==> src/design/aisp_pkg.sv <==
`default_nettype none

package aisp_pkg;

   // default length limit for a name, in bytes
   localparam int unsigned MAX_NAME_LEN_DEF = 1024;

   // field widths
   localparam int unsigned BYTE_W   = 8;
   localparam int unsigned STATUS_W = 2;
   localparam int unsigned BPOS_W   = 10;
   localparam int unsigned VALUE_W  = 64;
   localparam int unsigned RSP_W    = 80;   // 76 bits of fields, padded to bytes

   // result status codes
   localparam logic [STATUS_W-1:0] ST_NOT_INDEXED = 2'd0;
   localparam logic [STATUS_W-1:0] ST_INVALID     = 2'd1;
   localparam logic [STATUS_W-1:0] ST_INDEXED     = 2'd2;
   localparam logic [STATUS_W-1:0] ST_TOO_LONG    = 2'd3;

   // number parse phases
   localparam logic [1:0] PH_SPACE  = 2'd0;
   localparam logic [1:0] PH_SIGN   = 2'd1;
   localparam logic [1:0] PH_DIGITS = 2'd2;
   localparam logic [1:0] PH_BAD    = 2'd3;

   // characters
   localparam logic [BYTE_W-1:0] CH_OPEN  = 8'h5B;
   localparam logic [BYTE_W-1:0] CH_CLOSE = 8'h5D;
   localparam logic [BYTE_W-1:0] CH_PLUS  = 8'h2B;
   localparam logic [BYTE_W-1:0] CH_MINUS = 8'h2D;
   localparam logic [BYTE_W-1:0] CH_ZERO  = 8'h30;
   localparam logic [BYTE_W-1:0] CH_NINE  = 8'h39;
   localparam logic [BYTE_W-1:0] CH_SPACE = 8'h20;
   localparam logic [BYTE_W-1:0] CH_TAB   = 8'h09;
   localparam logic [BYTE_W-1:0] CH_CR    = 8'h0D;

   // magnitude saturation: 2^63, and the largest value that survives x10
   localparam logic [VALUE_W-1:0] MAG_LIMIT = 64'h8000_0000_0000_0000;
   localparam logic [VALUE_W-1:0] MAG_TENTH = 64'd922337203685477580;
   localparam logic [VALUE_W-1:0] POS_MAX   = 64'h7FFF_FFFF_FFFF_FFFF;

endpackage

`default_nettype wire

==> src/design/array_index_suffix_parser_top.sv <==
`default_nettype none

// channel   dir  tdata                                   tlast        tuser
// req_      in   [7:0] name_byte                         final_byte   -
// rsp_      out  [1:0] status, [11:2] bracket_position,  -            -
//                [75:12] index_value, [79:76] zero
//
// One name byte per cycle while req_tready is high. Each accepted byte
// updates the running parse state in the same cycle; a byte with tlast
// loads the result register, which shows the result in the cycle after
// the transfer. req_tready stays high while the result register is empty
// or being drained, so a stalled result holds only the next byte.
// Synchronous reset clears the parse state and the result valid flag.

module array_index_suffix_parser_top #(
   parameter int unsigned MAX_NAME_LEN = aisp_pkg::MAX_NAME_LEN_DEF
) (
   input  wire logic                        clock,
   input  wire logic                        reset,
   input  wire logic                        req_tvalid,
   output logic                             req_tready,
   input  wire logic [aisp_pkg::BYTE_W-1:0] req_tdata,   // [7:0] name_byte
   input  wire logic                        req_tlast,   // final_byte
   output logic                             rsp_tvalid,
   input  wire logic                        rsp_tready,
   // [1:0] status, [11:2] bracket_position, [75:12] index_value, [79:76] zero
   output logic [aisp_pkg::RSP_W-1:0]       rsp_tdata
);
   import aisp_pkg::*;

   localparam int unsigned CNT_W = $clog2(MAX_NAME_LEN + 2);

   // parse state
   logic [CNT_W-1:0]   count_ff, count_in;
   logic [BPOS_W-1:0]  open_pos_ff, open_pos_in;
   logic               open_seen_ff, open_seen_in;
   logic               open_ok_ff, open_ok_in;
   logic               prev_close_ff, prev_close_in;
   logic [1:0]         phase_ff, phase_in;
   logic               neg_ff, neg_in;
   logic [VALUE_W-1:0] mag_ff, mag_in;

   // result register
   logic                rsp_valid_ff, rsp_valid_in;
   logic [STATUS_W-1:0] status_ff, status_in;
   logic [BPOS_W-1:0]   bpos_ff, bpos_in;
   logic [VALUE_W-1:0]  value_ff, value_in;

   logic               accept;
   logic [BYTE_W-1:0]  ch;
   logic [31:0]        pos_ext;
   logic               at_limit;
   logic               is_digit;
   logic               is_space;
   logic [VALUE_W-1:0] digit;
   logic [VALUE_W-1:0] mag_x10;

   assign req_tready = !rsp_valid_ff || rsp_tready;
   assign accept     = req_tvalid && req_tready;
   assign ch         = req_tdata;
   assign pos_ext    = 32'(count_ff);
   assign at_limit   = count_ff >= CNT_W'(MAX_NAME_LEN);
   assign is_digit   = (ch >= CH_ZERO) && (ch <= CH_NINE);
   assign is_space   = (ch == CH_SPACE) || ((ch >= CH_TAB) && (ch <= CH_CR));
   assign digit      = VALUE_W'(ch - CH_ZERO);
   // only used while mag_ff <= MAG_TENTH, so no overflow
   assign mag_x10    = (mag_ff << 3) + (mag_ff << 1) + digit;

   always_comb begin
      count_in      = count_ff;
      open_pos_in   = open_pos_ff;
      open_seen_in  = open_seen_ff;
      open_ok_in    = open_ok_ff;
      prev_close_in = prev_close_ff;
      phase_in      = phase_ff;
      neg_in        = neg_ff;
      mag_in        = mag_ff;
      rsp_valid_in  = rsp_valid_ff && !rsp_tready;
      status_in     = status_ff;
      bpos_in       = bpos_ff;
      value_in      = value_ff;

      if (accept) begin
         if (!req_tlast) begin
            // length counter saturates one past the limit
            if (count_ff <= CNT_W'(MAX_NAME_LEN)) begin
               count_in = count_ff + CNT_W'(1);
            end
            if (!at_limit) begin
               if (ch == CH_OPEN) begin
                  // each '[' restarts the number parse
                  open_pos_in  = pos_ext[BPOS_W-1:0];
                  open_seen_in = 1'b1;
                  open_ok_in   = (count_ff != '0) && !prev_close_ff;
                  phase_in     = PH_SPACE;
                  neg_in       = 1'b0;
                  mag_in       = '0;
               end else if (phase_ff != PH_BAD) begin
                  if (is_digit) begin
                     if (mag_ff > MAG_TENTH) begin
                        mag_in = MAG_LIMIT;
                     end else begin
                        mag_in = (mag_x10 > MAG_LIMIT) ? MAG_LIMIT : mag_x10;
                     end
                     phase_in = PH_DIGITS;
                  end else if (phase_ff == PH_SPACE && is_space) begin
                     phase_in = PH_SPACE;
                  end else if (phase_ff == PH_SPACE &&
                               (ch == CH_PLUS || ch == CH_MINUS)) begin
                     neg_in   = (ch == CH_MINUS);
                     phase_in = PH_SIGN;
                  end else begin
                     phase_in = PH_BAD;
                  end
               end
               prev_close_in = (ch == CH_CLOSE);
            end
         end else begin
            // last byte: emit the result and return to the idle state
            rsp_valid_in = 1'b1;
            bpos_in      = '0;
            value_in     = '0;
            if (at_limit) begin
               status_in = ST_TOO_LONG;
            end else if (count_ff < CNT_W'(2) || ch != CH_CLOSE) begin
               status_in = ST_NOT_INDEXED;
            end else if (!open_seen_ff || !open_ok_ff || phase_ff != PH_DIGITS) begin
               status_in = ST_INVALID;
            end else begin
               status_in = ST_INDEXED;
               bpos_in   = open_pos_ff;
               if (neg_ff) begin
                  value_in = '0 - mag_ff;
               end else begin
                  value_in = (mag_ff >= MAG_LIMIT) ? POS_MAX : mag_ff;
               end
            end
            count_in      = '0;
            open_pos_in   = '0;
            open_seen_in  = 1'b0;
            open_ok_in    = 1'b0;
            prev_close_in = 1'b0;
            phase_in      = PH_SPACE;
            neg_in        = 1'b0;
            mag_in        = '0;
         end
      end
   end

   always_ff @(posedge clock) begin
      if (reset) begin
         count_ff      <= '0;
         open_pos_ff   <= '0;
         open_seen_ff  <= 1'b0;
         open_ok_ff    <= 1'b0;
         prev_close_ff <= 1'b0;
         phase_ff      <= PH_SPACE;
         neg_ff        <= 1'b0;
         mag_ff        <= '0;
         rsp_valid_ff  <= 1'b0;
      end else begin
         count_ff      <= count_in;
         open_pos_ff   <= open_pos_in;
         open_seen_ff  <= open_seen_in;
         open_ok_ff    <= open_ok_in;
         prev_close_ff <= prev_close_in;
         phase_ff      <= phase_in;
         neg_ff        <= neg_in;
         mag_ff        <= mag_in;
         rsp_valid_ff  <= rsp_valid_in;
      end
   end

   // result payload needs no reset
   always_ff @(posedge clock) begin
      status_ff <= status_in;
      bpos_ff   <= bpos_in;
      value_ff  <= value_in;
   end

   assign rsp_tvalid = rsp_valid_ff;
   assign rsp_tdata  = {4'b0000, value_ff, bpos_ff, status_ff};

endmodule

`default_nettype wire

==> config.mk <==
export PLATFORM = sky130hd
export DESIGN_NAME = array_index_suffix_parser_top
export DESIGN_NICKNAME = d
export VERILOG_FILES = /design/src/design/aisp_pkg.sv /design/src/design/array_index_suffix_parser_top.sv
export SDC_FILE = /design/constraint.sdc
export NUM_CORES = 1
export LEC_CHECK = 0
export ABC_CLOCK_PERIOD_IN_PS = 10600
export BUFFER_PORTS_ARGS = -buffer_cell sky130_fd_sc_hd__buf_2
export CORE_ASPECT_RATIO = 2
export CORE_MARGIN = 2
export CORE_UTILIZATION = 50
export CTS_BUF_LIST = sky130_fd_sc_hd__clkbuf_16
export DETAILED_ROUTE_END_ITERATION = 8
export PLACE_DENSITY = 0.68
export RECOVER_POWER = 25
export SETUP_SLACK_MARGIN = 0.02
export SKIP_LAST_GASP = 1
export SYNTH_ARGS = -nofsm -noshare
export SYNTH_HDL_FRONTEND = slang
export SYNTH_SLANG_ARGS = --single-unit
export TNS_END_PERCENT = 100
==> constraint.sdc <==
create_clock -name clock -period 10.6 [get_ports clock]
set_input_delay 2.65 -clock clock [delete_from_list [all_inputs] [get_ports clock]]
set_output_delay 2.65 -clock clock [all_outputs]
set_load 0.05 [all_outputs]
# Word level (Yosys, flattened, before mapping)
# Index checks and enable logic that the tools add are counted.
# word_totals
in_bits	13
reg_bits	168
# classes
n_eq_ne	11
add_sub_neg	5
mux	40
n_lt_le_gt_ge	10
n_reduce_logical	33
# ops
cell	n
two-way mux 64 bit	9
adder 64 bit	2
greater-or-equal comparator 64 bit (second input constant)	1
> comparator 64 x 60 -> 1 bit (second input constant)	1
> comparator 64 bit (second input constant)	1
subtractor 1 x 64 -> 64 bit (first input constant)	1
two-way mux 10 bit	3
== test 8 x 6 -> 1 bit (second input constant)	3
two-way mux 11 bit	2
two-way mux 2 bit	9
two-way mux 1 bit	17
== test 8 x 7 -> 1 bit (second input constant)	2
adder 11 x 1 -> 11 bit (second input constant)	1
greater-or-equal comparator 11 bit (second input constant)	1
less-or-equal comparator 11 bit (second input constant)	1
less-than comparator 11 x 2 -> 1 bit (second input constant)	1
nonzero test 11 bit	1
nonzero test 3 bit	3
subtractor 8 x 6 -> 9 bit (second input constant)	1
greater-or-equal comparator 8 x 4 -> 1 bit (second input constant)	1
greater-or-equal comparator 8 x 6 -> 1 bit (second input constant)	1
less-or-equal comparator 8 x 4 -> 1 bit (second input constant)	1
less-or-equal comparator 8 x 6 -> 1 bit (second input constant)	1
!= test 8 x 7 -> 1 bit (second input constant)	1
other kinds (13)	34

# Longest topological paths before layout
# logic_depth
depth_word	10
depth_mapped	21
ltp_nobuf	18

# Worst setup path before layout
# OpenSTA, ideal clock, no wires.
# synth_timing
path_type	input -> register
start	input port req_tdata[4] in the netlist's numbering
end	register mag_ff[28]
path_slack_ns	1.642
setup_ns	0.065
arrival_time_ns	8.892
cell_stages	21
path_cell_list	ha_1 > or3_1 > inv_1 > fa_1 > ha_1 > buf_2 > a21oi_1 > o21ai_0 > a221o_1 > a21o_1 > a31oi_1 > o211ai_2 > xnor2_1 > or4_1 > or4_1 > nor4_1 > a41o_2 > buf_6 > buf_6 > a22oi_1 > nor2_1
# synth_via
elab_chain_len	10
# synth_lines
element	line_no	text
from (decl)	array_index_suffix_parser_top.sv:22	input wire logic [aisp_pkg::BYTE_W-1:0] req_tdata,
subtractor 8 x 6 -> 9 bit	array_index_suffix_parser_top.sv:65	assign digit = VALUE_W'(ch - CH_ZERO);
adder 64 bit	array_index_suffix_parser_top.sv:67	assign mag_x10 = (mag_ff << 3) + (mag_ff << 1) + digit;
> comparator 64 bit	array_index_suffix_parser_top.sv:103	mag_in = (mag_x10 > MAG_LIMIT) ? MAG_LIMIT : mag_x10;
two-way mux 64 bit	array_index_suffix_parser_top.sv:103	
two-way mux 64 bit	array_index_suffix_parser_top.sv:100	if (mag_ff > MAG_TENTH) begin
two-way mux 64 bit	array_index_suffix_parser_top.sv:99	if (is_digit) begin
two-way mux 64 bit	array_index_suffix_parser_top.sv:98	end else if (phase_ff != PH_BAD) begin
two-way mux 64 bit	array_index_suffix_parser_top.sv:90	if (ch == CH_OPEN) begin
two-way mux 64 bit	array_index_suffix_parser_top.sv:89	if (!at_limit) begin
two-way mux 64 bit	array_index_suffix_parser_top.sv:84	if (!req_tlast) begin
to (signal assigned)	array_index_suffix_parser_top.sv:169	mag_ff <= mag_in;
to (decl)	array_index_suffix_parser_top.sv:41	logic [VALUE_W-1:0] mag_ff, mag_in;
# Parallel ways exist; a longest one is shown, timed or not. The select of a mux whose other input is x is not followed.
# A chain may end at the register's enable or synchronous reset.

# Worst setup path in the final report
# layout_timing
start	input port req_tdata[4] in the netlist's numbering
end	register mag_ff[3]
# The elaborated chain is that of the path after synthesis.

==> metrics <==
Crit path required time roughly 11 ns; arrival time worst endpoint between 9 and 10 ns; routed len/inst between 20 and 25 microns; skew final between 0.01 and 0.015 ns; commonest register cell after synthesis dfxtp_1; hold path cells 2; status finished with violations; slew margin rel. -164%; Final ANT Viol Nets 0; Fin. Hold Viols 0; initial detailed-routing violation count 973; die width 120 microns; Async SR Flop Fraction 0%; placed cell areas about 14,000 sq um; Pleak around 5.7 nW; gr usage total 31.7%; CP max stage delay around 0.76 ns; crit path max-delay cell type o21ai_0; RSZ-0062 raised after global routing false; Syn Std Cell Area about 14,000 sq um; R2R Path End mag_ff[3]; Clk Latency, worst-skew pair 0.45 ns; row cnt 85; FF+latch count, synth 168; CTS sink cnt between 150 and 200; Clock Path Buffers 2; Net Sw Power 441 uW; CP Max Fanout 37; Residual DRC 0; Unique masters post-synth 85; worst hold path class reg2reg; Sequential Power Share between 40% and 50%; CP startpoint kind input pin; Detailed Place HPWL between 30 and 40 mm; first-pass GRT wire length 69.9 mm; CTS tree yes; Area Growth Syn to Fin 7.52%; final wirelength approximately 45 mm; reg2reg start mag_ff[15]; design area ~15,000 sq um; I/O Buffers 90; R2R cell count 16; number of inserted diodes 0; DIE HEIGHT between 200 and 250 microns; syn_area_per_cell between 8 and 9 sq um; Post-synth EDFFs 76; Cell Pwr Density slightly above 100 nW/um^2; worst hold endpoint open_pos_ff[1]; # IOs 95; Clk pwr share roughly two fifths; minimum clock period 9.59 ns; Final Util 54.4%; share of layout cells above drive strength 1 under 10%; Max H-tree Level 4; peak supply drop ~0.087 mV; post-CTS setup buffers 0; Post-Route Setup TNS 0 ns; TritonRoute pass-1 iters 5; TritonCTS Buffers 17; yosys warns 0; via count between 10k and 15k; Final Cycle Share between 90 and 100%; Clk pin slew, worst setup/hold paths approximately 0.060 ns; Final Wtd Congestion about 0.95; number of nets in the layout between 1.5k and 2k; Int Power 1.04 mW; clock root cell clkbuf_16; Post-CTS Hold Buffers 0; failing checks capacitance limit, slew limit; Initial Utilization ~50%; final setup fails 0; Worst Setup SP req_tdata[4]; gr ovfl total 0; Slew Viols, Final 83; Switching Fraction 29.7%; Critical Path End Type register; Vias/cell around 6.4; Logic pwr share 14.6%; hold_sp open_pos_ff[1]; post-CTS sizing 0; sequential area share after synthesis between 30 and 40%; vias in the first global route approximately 13k; FMAX about 100 MHz; Cells after Synth about 1.6k; max_cap viols 1; antenna violations before repair 0; Die Footprint roughly 29,000 sq um; Core Region roughly 27,000 sq um; kind of critical path in2reg; Worst-Margin Slew 3.97 ns; fill count around 2.6k; reg2reg setup slack 4.20 ns; Cell Chain, Critical Path buf_2, ha_1, or3_1, inv_2, fa_1, ha_1, a21oi_1, o21ai_0, nor2b_1, o21ai_0, a21boi_0, xnor2_1, or4_1, nor4b_1, nand4_1, nor4_1, a41o_2, buf_4, nand2b_1, a21oi_1; largest net degree at the start of global routing between 80 and 90
## registers in the layout, indices dropped and copies added (netlist names)
signal and flops:
status_ff 2, count_ff 11, bpos_ff 10, open_pos_ff 10, rsp_tvalid 1, mag_ff 64, open_seen_ff 1, neg_ff 1
phase_ff 2, open_ok_ff 1, prev_close_ff 1, value_ff 64
## worst max-delay path: cells and delay by family
kind / cells / cell delay [ns]
xor gates and xnor gates: 1 / 0.27
and+or+nand+nor: 7 / 2.09
AOI/OAI and AO/OA: 6 / 2.45
buffers and inverters: 3 / 1.16
adders and majority gates: 3 / 1.24
## cells in the final DEF, fill, tap and decap left out, types with 19 or more instances in the layout
cell type  netlist  routed
nor2_1         234     233
a21oi_1        140     140
nand2_1        123     122
dfxtp_1         92      91
clkbuf_1        77      78
edfxtp_1        76      76
a22oi_1         71      71
ha_1            71      71
o21ai_0         66      66
fa_1            61      61
xnor2_1         44      44
nand4_1         44      44
nand3_1         44      44
nor3_1          41      41
a311oi_1        33      33
inv_1           31      32
xor2_1          31      31
a21o_1          30      29
and3_1          20      20
nor4_1          19      19
## worst max-delay path by stage
stage,cells past startpoint,to,slack (ns)
2_1_floorplan,21,mag_ff[28],1.64
3_3_place_gp,20,mag_ff[3],0.84
3_5_place_dp,20,mag_ff[3],0.79
4_1_cts,20,mag_ff[3],1.25
5_1_grt,21,mag_ff[7],0.86
6_report,20,mag_ff[3],1.01
## per-stage QoR
stage	worst slack, ns	hold WS (ns)	power, mW	instances
2_1_floorplan	1.64	0.455	0.866	1599
3_3_place_gp	0.838	0.469	0.922	1955
3_5_place_dp	0.793	0.481	0.924	1955
4_1_cts	1.25	0.500	1.49	1987
5_1_grt	0.864	0.516	1.53	1987
6_report	1.01	0.495	1.49	1987
## kinds of logic after synthesis
| family | after synthesis | share of synthesized area (%) |
|---|---|---|
| and+or+nand+nor | 620 | 22.0 |
| AOI/OAI and AO/OA | 468 | 22.9 |
| DFF | 168 | 30.4 |
| adders and majority gates | 132 | 15.6 |
| buffers and inverters | 128 | 3.96 |
| xor gates and xnor gates | 75 | 4.84 |
| muxes | 4 | 0.304 |
| other | 1 | 0.0276 |
## cells in the mapped netlist, types with 44 or more instances
master | instances | area, sq um
clkbuf_1 | 77 | 289
xnor2_1 | 44 | 385
nand3_1 | 44 | 220
dfxtp_1 | 92 | 1840
o21ai_0 | 66 | 330
nand2_1 | 123 | 462
a22oi_1 | 71 | 533
nand4_1 | 44 | 275
nor2_1 | 234 | 878
fa_1 | 61 | 1220
edfxtp_1 | 76 | 2280
a21oi_1 | 140 | 701
ha_1 | 71 | 888
## layer usage
| metal | up-vias | wire length, microns | global-route usage, % |
|---|---|---|---|
| met2 | 522 | 23600 | 57.3 |
| met3 | 177 | 1920 | 3.40 |
| met5 | - | 0 | 0 |
| met1 | 6109 | 15900 | 32.7 |
| met4 | 0 | 3760 | 24.2 |
| li1 | 5995 | - | - |
## cell type report
type,instances,area (sq um),share of cell area (%)
timing repair buffer,104,453,3.11
inverter,32,120,0.824
multi-input combinational,1303,8920,61.2
clock inverter,15,104,0.712
tap,348,435,2.99
sequential,168,4130,28.3
clock buffer,17,425,2.92
## power groups by stage
stage	registers [mW]	clock network (mW)	logic, mW
final	0.694	0.574	0.217
after global routing	0.695	0.603	0.233
after CTS	0.694	0.579	0.218
after detailed placement	0.708	0	0.216
after global placement	0.708	0	0.214
after floorplan	0.737	0	0.129
(Power assumes the default switching activity.)
